`src/rtl/bsfr_pkg.sv`:
```
package bsfr_pkg;

   // result status codes
   typedef logic [1:0] status_type;
   localparam status_type ST_GOOD     = 2'd0;
   localparam status_type ST_BADSUM   = 2'd1;
   localparam status_type ST_OVERFLOW = 2'd2;

   // register indexes on the csr port
   localparam logic [1:0] CSR_FLAG   = 2'd0;
   localparam logic [1:0] CSR_ESCAPE = 2'd1;
   localparam logic [1:0] CSR_UNMASK = 2'd2;

   // register reset values
   localparam logic [7:0] FLAG_RESET   = 8'd126;
   localparam logic [7:0] ESCAPE_RESET = 8'd125;
   localparam logic [7:0] UNMASK_RESET = 8'd32;

   // controller -> datapath
   typedef struct packed {
      logic       take;        // input item accepted this cycle
      logic       emit_start;  // good frame closed, arm the read pointer
      logic       fetch;       // read buffer at read pointer
      logic       advance;     // step read pointer
      logic       load_data;   // load output register with fetched byte
      logic       load_err;    // load output register with an error item
      status_type err_code;
   } cmd_type;

   // datapath -> controller
   typedef struct packed {
      logic is_flag;
      logic overflow;
      logic len_gt1;
      logic sum_ok;
      logic rd_last;
   } sts_type;

endpackage

```
`src/rtl/bsfr_ctrl.sv`:
```
module bsfr_ctrl (
   input  logic              clock,
   input  logic              reset,
   input  logic              req_valid,
   output logic              req_stall,
   output logic              rsp_valid,
   input  logic              rsp_stall,
   input  bsfr_pkg::sts_type sts,
   output bsfr_pkg::cmd_type cmd
);

   typedef enum logic [1:0] {
      IDLE,
      FETCH,
      SEND,
      ERR
   } state_type;

   state_type             state_ff;
   logic                  rsp_valid_ff;
   bsfr_pkg::status_type  err_code_ff;
   logic                  out_free;

   assign out_free  = !rsp_valid_ff || !rsp_stall;
   assign req_stall = (state_ff != IDLE);
   assign rsp_valid = rsp_valid_ff;

   always_comb begin
      cmd          = '0;
      cmd.err_code = err_code_ff;
      unique case (state_ff)
         IDLE: begin
            cmd.take       = req_valid;
            cmd.emit_start = req_valid && sts.is_flag && !sts.overflow
                             && sts.len_gt1 && sts.sum_ok;
         end
         FETCH: begin
            cmd.fetch = 1'b1;
         end
         SEND: begin
            cmd.load_data = out_free;
            cmd.advance   = out_free && !sts.rd_last;
         end
         ERR: begin
            cmd.load_err = out_free;
         end
      endcase
   end

   always_ff @(posedge clock) begin
      if (reset) begin
         state_ff     <= IDLE;
         rsp_valid_ff <= 1'b0;
         err_code_ff  <= bsfr_pkg::ST_GOOD;
      end else begin
         if (cmd.load_data || cmd.load_err) begin
            rsp_valid_ff <= 1'b1;
         end else if (!rsp_stall) begin
            rsp_valid_ff <= 1'b0;
         end

         unique case (state_ff)
            IDLE: begin
               if (req_valid && sts.is_flag) begin
                  priority if (sts.overflow) begin
                     err_code_ff <= bsfr_pkg::ST_OVERFLOW;
                     state_ff    <= ERR;
                  end else if (sts.len_gt1 && sts.sum_ok) begin
                     state_ff <= FETCH;
                  end else if (sts.len_gt1) begin
                     err_code_ff <= bsfr_pkg::ST_BADSUM;
                     state_ff    <= ERR;
                  end else begin
                     // frame too short to check: no item
                     state_ff <= IDLE;
                  end
               end
            end
            FETCH: begin
               state_ff <= SEND;
            end
            SEND: begin
               if (out_free) begin
                  state_ff <= sts.rd_last ? IDLE : FETCH;
               end
            end
            ERR: begin
               if (out_free) begin
                  state_ff <= IDLE;
               end
            end
         endcase
      end
   end

endmodule

```
`src/rtl/bsfr_dp.sv`:
```
module bsfr_dp #(
   parameter int BUFFER_DEPTH = 64
) (
   input  logic                 clock,
   input  logic                 reset,
   input  logic [7:0]           req_rx_byte,
   input  logic                 csr_wen,
   input  logic [1:0]           csr_index,
   input  logic [7:0]           csr_wdata,
   input  bsfr_pkg::cmd_type    cmd,
   output bsfr_pkg::sts_type    sts,
   output logic [7:0]           rsp_payload_byte,
   output logic                 rsp_last_flag,
   output logic [1:0]           rsp_frame_status
);

   localparam int IdxW = $clog2(BUFFER_DEPTH);
   localparam int LenW = $clog2(BUFFER_DEPTH + 1);
   localparam logic [LenW-1:0] DepthLen = LenW'(BUFFER_DEPTH);

   logic [7:0]      flag_ff;
   logic [7:0]      escape_ff;
   logic [7:0]      unmask_ff;

   logic [7:0]      mem [BUFFER_DEPTH];
   logic [LenW-1:0] len_ff;
   logic            esc_ff;
   logic            ovf_ff;
   logic [7:0]      sum_ff;
   logic [7:0]      newest_ff;      // copy of the most recently stored byte

   logic [IdxW-1:0] rd_idx_ff;
   logic [IdxW-1:0] last_idx_ff;
   logic [7:0]      rd_data_ff;

   logic [7:0]      payload_ff;
   logic            last_ff;
   logic [1:0]      status_ff;

   logic            is_flag;
   logic            is_escape;
   logic            data_byte;
   logic            full;
   logic            store;
   logic [7:0]      unmasked;

   assign is_flag   = (req_rx_byte == flag_ff);
   assign is_escape = (req_rx_byte == escape_ff);
   assign data_byte = cmd.take && !is_flag && !is_escape;
   assign full      = (len_ff == DepthLen);
   assign store     = data_byte && !full;
   assign unmasked  = esc_ff ? (req_rx_byte ^ unmask_ff) : req_rx_byte;

   assign sts.is_flag  = is_flag;
   assign sts.overflow = ovf_ff;
   assign sts.len_gt1  = (len_ff > LenW'(1));
   assign sts.sum_ok   = (sum_ff == newest_ff);
   assign sts.rd_last  = (rd_idx_ff == last_idx_ff);

   assign rsp_payload_byte = payload_ff;
   assign rsp_last_flag    = last_ff;
   assign rsp_frame_status = status_ff;

   // configuration
   always_ff @(posedge clock) begin
      if (reset) begin
         flag_ff   <= bsfr_pkg::FLAG_RESET;
         escape_ff <= bsfr_pkg::ESCAPE_RESET;
         unmask_ff <= bsfr_pkg::UNMASK_RESET;
      end else if (csr_wen) begin
         unique case (csr_index)
            bsfr_pkg::CSR_FLAG:   flag_ff   <= csr_wdata;
            bsfr_pkg::CSR_ESCAPE: escape_ff <= csr_wdata;
            bsfr_pkg::CSR_UNMASK: unmask_ff <= csr_wdata;
            default: ;
         endcase
      end
   end

   // frame state
   always_ff @(posedge clock) begin
      if (reset) begin
         len_ff <= '0;
         esc_ff <= 1'b0;
         ovf_ff <= 1'b0;
         sum_ff <= '0;
      end else if (cmd.take) begin
         priority if (is_flag) begin
            len_ff <= '0;
            esc_ff <= 1'b0;
            ovf_ff <= 1'b0;
            sum_ff <= '0;
         end else if (is_escape) begin
            esc_ff <= 1'b1;
         end else begin
            esc_ff <= 1'b0;
            if (full) begin
               ovf_ff <= 1'b1;
            end else begin
               if (len_ff != '0) begin
                  sum_ff <= sum_ff + newest_ff;
               end
               len_ff <= len_ff + LenW'(1);
            end
         end
      end
   end

   always_ff @(posedge clock) begin
      if (store) begin
         newest_ff <= unmasked;
      end
   end

   // frame buffer, registered read
   always_ff @(posedge clock) begin
      if (store) begin
         mem[len_ff[IdxW-1:0]] <= unmasked;
      end
      if (cmd.fetch) begin
         rd_data_ff <= mem[rd_idx_ff];
      end
   end

   // read pointer; last index excludes the checksum byte
   always_ff @(posedge clock) begin
      if (cmd.emit_start) begin
         rd_idx_ff   <= '0;
         last_idx_ff <= IdxW'(len_ff - LenW'(2));
      end else if (cmd.advance) begin
         rd_idx_ff <= rd_idx_ff + IdxW'(1);
      end
   end

   // output register
   always_ff @(posedge clock) begin
      if (cmd.load_data) begin
         payload_ff <= rd_data_ff;
         last_ff    <= sts.rd_last;
         status_ff  <= bsfr_pkg::ST_GOOD;
      end else if (cmd.load_err) begin
         payload_ff <= '0;
         last_ff    <= 1'b1;
         status_ff  <= cmd.err_code;
      end
   end

endmodule

```
`src/rtl/byte_stuffed_frame_receiver.sv`:
```
// Byte-stuffed frame receiver: takes one raw link byte per req item, removes
// escapes (the byte after an escape is XORed with the unmask register), stores
// data bytes in a BUFFER_DEPTH-entry buffer and, on a flag byte, checks the last
// stored byte against the 8-bit wrapping sum of the bytes before it. A good
// frame comes out on rsp one payload byte per item, checksum byte removed, final
// byte with last set; a bad checksum gives one item with status 1, an overflowed
// frame one item with status 2 (payload 0, last 1). A flag with fewer than two
// stored bytes gives nothing. Timing: escape and data bytes are taken one per
// cycle while req_stall is low. A flag that closes a good frame holds req_stall
// high while the frame drains, each byte a registered buffer read and then an
// output register load, plus any rsp stall; an error item holds it until the
// output register is free. The output register lets the next input byte be
// taken while the final item is still waiting. Registers: 0 flag (reset 0x7E),
// 1 escape (0x7D), 2 unmask (0x20), written through csr_wen/csr_index/csr_wdata
// by the user only while no frame is draining; the block does not enforce this.
module byte_stuffed_frame_receiver #(
   parameter int BUFFER_DEPTH = 64
) (
   input  logic       clock,
   input  logic       reset,
   // input bytes
   input  logic       req_valid,
   output logic       req_stall,
   input  logic [7:0] req_rx_byte,
   // results
   output logic       rsp_valid,
   input  logic       rsp_stall,
   output logic [7:0] rsp_payload_byte,
   output logic       rsp_last_flag,
   output logic [1:0] rsp_frame_status,
   // register writes
   input  logic       csr_wen,
   input  logic [1:0] csr_index,
   input  logic [7:0] csr_wdata
);

   bsfr_pkg::cmd_type cmd;
   bsfr_pkg::sts_type sts;

   // sequencing: byte intake, drain of a good frame, error item
   bsfr_ctrl u_ctrl (
      .clock     (clock),
      .reset     (reset),
      .req_valid (req_valid),
      .req_stall (req_stall),
      .rsp_valid (rsp_valid),
      .rsp_stall (rsp_stall),
      .sts       (sts),
      .cmd       (cmd)
   );

   // registers, unstuffing, checksum, buffer and output register
   bsfr_dp #(
      .BUFFER_DEPTH (BUFFER_DEPTH)
   ) u_dp (
      .clock            (clock),
      .reset            (reset),
      .req_rx_byte      (req_rx_byte),
      .csr_wen          (csr_wen),
      .csr_index        (csr_index),
      .csr_wdata        (csr_wdata),
      .cmd              (cmd),
      .sts              (sts),
      .rsp_payload_byte (rsp_payload_byte),
      .rsp_last_flag    (rsp_last_flag),
      .rsp_frame_status (rsp_frame_status)
   );

endmodule

```
`config.mk`:
```
export PLATFORM = sky130hd
export DESIGN_NAME = byte_stuffed_frame_receiver
export DESIGN_NICKNAME = d
export VERILOG_FILES = /design/src/rtl/bsfr_pkg.sv /design/src/rtl/bsfr_ctrl.sv /design/src/rtl/bsfr_dp.sv /design/src/rtl/byte_stuffed_frame_receiver.sv
export SDC_FILE = /design/constraint.sdc
export NUM_CORES = 1
export LEC_CHECK = 0
export BUFFER_PORTS_ARGS = -buffer_cell sky130_fd_sc_hd__clkbuf_2
export CAP_MARGIN = 20
export CORE_MARGIN = 3
export CORE_UTILIZATION = 27
export DETAILED_ROUTE_END_ITERATION = 10
export SKIP_CTS_REPAIR_TIMING = 1
export SLEW_MARGIN = 20
export SYNTH_ARGS = -nofsm -noshare
export SYNTH_HDL_FRONTEND = slang
export SYNTH_SLANG_ARGS = --single-unit
export TNS_END_PERCENT = 50
```
`constraint.sdc`:
```
create_clock -name clock -period 3.3 [get_ports clock]
set_input_delay 0.495 -clock clock [delete_from_list [all_inputs] [get_ports clock]]
set_output_delay 0.495 -clock clock [all_outputs]
set_load 0.1 [all_outputs]
```
# --- Word-level counts from Yosys, hierarchy flattened ---
# Memories as Yosys holds them, arrays and structs flattened. A register that Yosys moved wholly into a read port is not among the register bits.
# Cells that the tools add are included.
totals:
  reg_bits: 77
  latch_bits: 0
  ram_bits: 512
  mem_bits_ro: 0
  output_inout_bits: 13
  word_cells: 110
  mem_count: 1
classes:
  addsub: 4
  n_mul: 0
  div: 0
  n_lt_le_gt_ge: 1
  n_eq_ne: 17
  shifts: 0
  muxes: 36
  bitwise_logic: 1
  n_reduce_logical: 34
mem_list:
  columns: ["name", "depth", "width", "read_ports", "rd_ports_with_merged_regs", "wr", "line", "source"]
  rows:
  - ["u_dp.mem", 64, 8, 1, 1, 1, "bsfr_dp.sv:25", "logic [7:0] mem [BUFFER_DEPTH];"]
ops:
  columns: ["op", "n"]
  rows:
  - ["$mux 8", 7]
  - ["$eq 8x8->1", 3]
  - ["$mux 2", 11]
  - ["$mux 7", 3]
  - ["$mux 1", 14]
  - ["$ne 2x1->1 const B", 7]
  - ["$reduce_bool 2->1", 5]
  - ["$logic_and 1x1->1", 9]
  - ["$reduce_and 3->1", 3]
  - ["$add 8x8->8", 1]
  - ["$pmux 2 s4", 1]
  - ["$reduce_and 4->1", 2]
  - ["$xor 8x8->8", 1]
  - ["$add 7x1->7 const B", 1]
  - ["$eq 7x7->1 const B", 1]
  - ["$gt 7x1->1 const B", 1]
  - ["$logic_not 1->1", 7]
  - ["$reduce_bool 7->1", 1]
  - ["$add 6x1->6 const B", 1]
  - ["$eq 2x2->1 const B", 3]
  - ["$eq 6x6->1", 1]
  - ["$reduce_and 2->1", 3]
  - ["$sub 6x2->6 const B", 1]
  - ["$eq 2x1->1 const B", 2]
  - ["2 further kinds", 4]

# --- Logic depth before layout (Yosys ltp) ---
logic_depth:
  word_depth: 11
  mapped_depth: 9

# --- By module ---
# A second synthesis with hierarchy kept.
hier_totals:
  hier_cells: 1349
  area_unflattened_um2: 23984.3
by_module_without_submodules:
  columns: ["mod", "instances", "cells_each", "area_each_um2", "seq_area_each_um2"]
  rows:
  - ["bsfr_dp", 1, 1319, 23720.2, 17286.6]
  - ["bsfr_ctrl", 1, 30, 264.0, 100.1]

# --- Worst setup path after synthesis ---
# OpenSTA, ideal clock, no wires.
synth_path:
  kind: "register to register"
  start: "reg u_dp.esc_ff"
  end: "mem u_dp.mem[0][0], data pin"
  setup_time_ps: 575
  t_arrival_ps: 2527
  required_ps: 2725
  path_slack_ps: 199
  stages_incl_launch_ff: 4
  path_buffers: 1
  period_less_slack_ps: 3101
  cell_sequence: "dfxtp_1 -> clkbuf_1 -> nand2_1 -> xnor2_1"
synth_between:
  elab_chain_cells: 1
synth_lines:
  columns: ["item", "line", "source"]
  rows:
  - ["start, declared", "bsfr_dp.sv:27", "logic esc_ff;"]
  - ["start signal, assigned", "bsfr_dp.sv:84", "esc_ff <= 1'b0;"]
  - ["start signal, assigned", "bsfr_dp.sv:90", "esc_ff <= 1'b0;"]
  - ["start signal, assigned", "bsfr_dp.sv:94", "esc_ff <= 1'b1;"]
  - ["$mux 8", "bsfr_dp.sv:52", "assign unmasked = esc_ff ? (req_rx_byte ^ unmask_ff) : req_rx_byte;"]
  - ["named net u_dp.unmasked[0]", "bsfr_dp.sv:45", "logic [7:0] unmasked;"]
  - ["end, declared", "bsfr_dp.sv:25", null]
# The timed path passes the listed nets, and every way through them passes these cells.

==> metrics.cfg <==
[outcome]
status=complete, no violations

[worst_setup_path]
cp_num_buf_inv=2
cp.required_ns=3.67
end_kind=flop
crit_chain=buf_12 > mux4_2 > mux2i_1 > nor2_1 > a2111oi_0 > buf_4 > nor3_1
critPathArrivalTime_ns=3.25
worst-r2r-cell-count=7
cpPeakStageDelay_ns=0.68
crit_type=flop to flop
cp_slowest_cell=dfxtp_4
cpLargestDelayFamily=flip-flops
crit_cells=7
setup.worst_path.start_class=flop
worstPathMaxFanout=31

[global_routing]
antenna_found_initial=0
grt_max_degree=66
grt_remaining_overflow=0
grt_pass1_wl_um=90560
track_usage_pct=12.83
first_global_vias=13510

[cells_and_area]
final_cells=2743
filler_cell_count=8481
fin_nets=1571
drive_gt1_share_pct=23.76
fin_area_sq_um=28660
register_area_sq_um=17400
multi_input_area_sq_um=6399
area_growth_syn_to_layout_pct=18.43
antenna_cells=0

[drt]
viasPerCell=4.814
drc_errors=0
drt-pass1-iter-count=5
detail_route.iter0.violations=1392
totalWireLength_um=60800
detail-route-antenna-nets=0
routedWlPerCell_um=22.16
vias=13210

[yosys]
syn_area_per_cell_sq_um=17.31
synthAdderAreaFrac_pct=0.9099
async_flop_share_pct=0
yosys.area.top_type=edfxtp_1
synthFlopType=edfxtp_1
synth.distinct_cells=71
synthesis.area_sq_um=24200
yosysTopAreaCellShare_pct=67.37
yosys.area_share.simple_pct=6.364
synth.area.mux_share_pct=13.18
yosysSeqAreaShare_pct=71.84
synth-seq-cells=597
synth_warnings=0
synth_area_leaders=edfxtp_1, mux4_2, dfxtp_1, mux2i_1, nor2_1
synthCells=1398
synth_top_family_by_area=multiplexers
synth_edf_count=543
syn_nets=1438
synth_compound_area_share_pct=4.177
synthXorXnorAreaFrac_pct=1.556

[clocking]
cts_tree=done
insertion_delay_ns=0.62
cts_max_level=2
clock-sinks=597
path_clk_slew_ns=0.07
clockBufferDepth=3
cts_root_buf=clkbuf_16
numCtsBuffers=60

[floorplanning]
die_h_um=305.4
fp-row-count=109
fp.dieW_um=305.4
die-area_sq_um=93270
ios=36
start_util_pct=27.30
core_area_sq_um=88650

[timing]
min_period_over_period_pct=87.38
period_minus_slack_ns=2.884
setup_slack_ns=0.4164
setup_violations=0
worstMarginPinSlew_ns=0.8644
skew_ns=0.01932
fin_setup_tns_ns=0
max-slew-margin-rel_pct=42.01
rsz0062_at_grt=no
max_freq_ghz=0.3468
hold_violations=0
maxSlewViolCount=0

[placed_design]
pre_cts_ws_ns=0.4462
hpwl_um=38160
port_buffers=35
place_congestion=0.8450
place_area_sq_um=26460
place_inst=2634

[min_path]
hold_path.class=primary input to flop
hold_depth=3

[pwr]
peakVddDrop_mv=0.3612
power_density_nw_per_um2=610.3
p_leak_nw=9.412

[run]
maxCapViolations=0

==> per-stage QoR <==
stage               utilization (%)  hold WS [ns]  total power [mW]
floorplan                         -        0.4350             9.589
global placement              29.84        0.4485             10.08
detailed placement            29.84        0.4555             10.09
CTS                           32.33       0.09994             17.66
global route                  32.33        0.1312             18.07
finish                        32.33        0.1318             17.49
==> sequential cells by signal, summed over array words and instances (netlist names) <==
| name | count |
|---|---|
| u_ctrl.err_code_ff | 2 |
| u_dp.rd_data_ff | 8 |
| u_dp.mem | 512 |
| u_dp.escape_ff | 8 |
| u_dp.ovf_ff | 1 |
| u_dp.newest_ff | 8 |
| u_dp.last_idx_ff | 6 |
| u_ctrl.rsp_valid | 1 |
| u_dp.flag_ff | 8 |
| u_dp.rsp_payload_byte | 8 |
| u_dp.rd_idx_ff | 6 |
| u_dp.rsp_frame_status | 2 |
| u_dp.len_ff | 7 |
| u_dp.esc_ff | 1 |
| u_dp.unmask_ff | 8 |
| u_ctrl.state_ff | 2 |
| u_dp.rsp_last_flag | 1 |
| u_dp.sum_ff | 8 |
==> logic make-up after synthesis <==
| family | count (synthesis) |
|---|---|
| muxes | 197 |
| xor gates and xnor gates | 43 |
| adders and majority gates | 17 |
| DFF | 597 |
| and+or+nand+nor | 317 |
| buffers and inverters | 89 |
| AOI/OAI and AO/OA | 138 |
==> final cells by class <==
class,count,share of cell area (%)
Sequential cell,597,60.69
Multi-Input combinational cell,712,22.32
Clock buffer,63,5.352
Tap cell,1165,5.086
Timing Repair Buffer,144,3.990
Clock inverter,46,2.349
Inverter,16,0.2095
==> synthesized netlist by cell type, types with 12 or more instances <==
cell / count
edfxtp_1: 543
nor2_1: 137
mux4_2: 97
mux2i_1: 96
nand2_1: 65
dfxtp_1: 54
nand3_1: 32
buf_2: 24
xnor2_1: 24
clkbuf_1: 22
o22ai_1: 22
a21oi_1: 21
xor2_1: 19
ha_1: 16
inv_1: 14
nor3_1: 12
==> report_power, final <==
group | internal (mW) | switching [mW]
Combinational | 0.630 | 0.892
Clock | 4.69 | 2.88
Sequential | 8.32 | 0.0800
==> metal layers <==
layer  share of wire [%]  GRT usage, %  up-vias
met5                   0             0        -
met4                 2.5         3.756        0
met3                 6.9         2.480       95
met2                  47         20.70      453
met1                  43         17.64     6872
li1                    -             -     5785
==> final timing paths <==
kind,from,endpoint,slack [ns]
max reg2reg,u_dp.rd_idx_ff[0],u_dp.rd_data_ff[0],0.42
min,csr_wdata[4],u_dp.escape_ff[4],0.13
min reg2reg,u_dp.sum_ff[5],u_dp.sum_ff[5],0.46
max,u_dp.rd_idx_ff[0],u_dp.rd_data_ff[0],0.42
==> layout by cell type (no fill, tap or decap), drive strengths merged, types with 22 or more instances in the layout <==
master	instances
mux4	97
a21oi	22
xnor2	24
edfxtp	543
clkbuf	98
nor2	137
buf	109
nand3	33
mux2i	96
dfxtp	54
nand2	65
o22ai	22
==> worst min-delay path: stages <==
cell and delay [ns]:
clkbuf_2 0.10, nand2_1 0.05, nand3_1 0.07
Note: power is estimated with default switching activity, not from simulation.
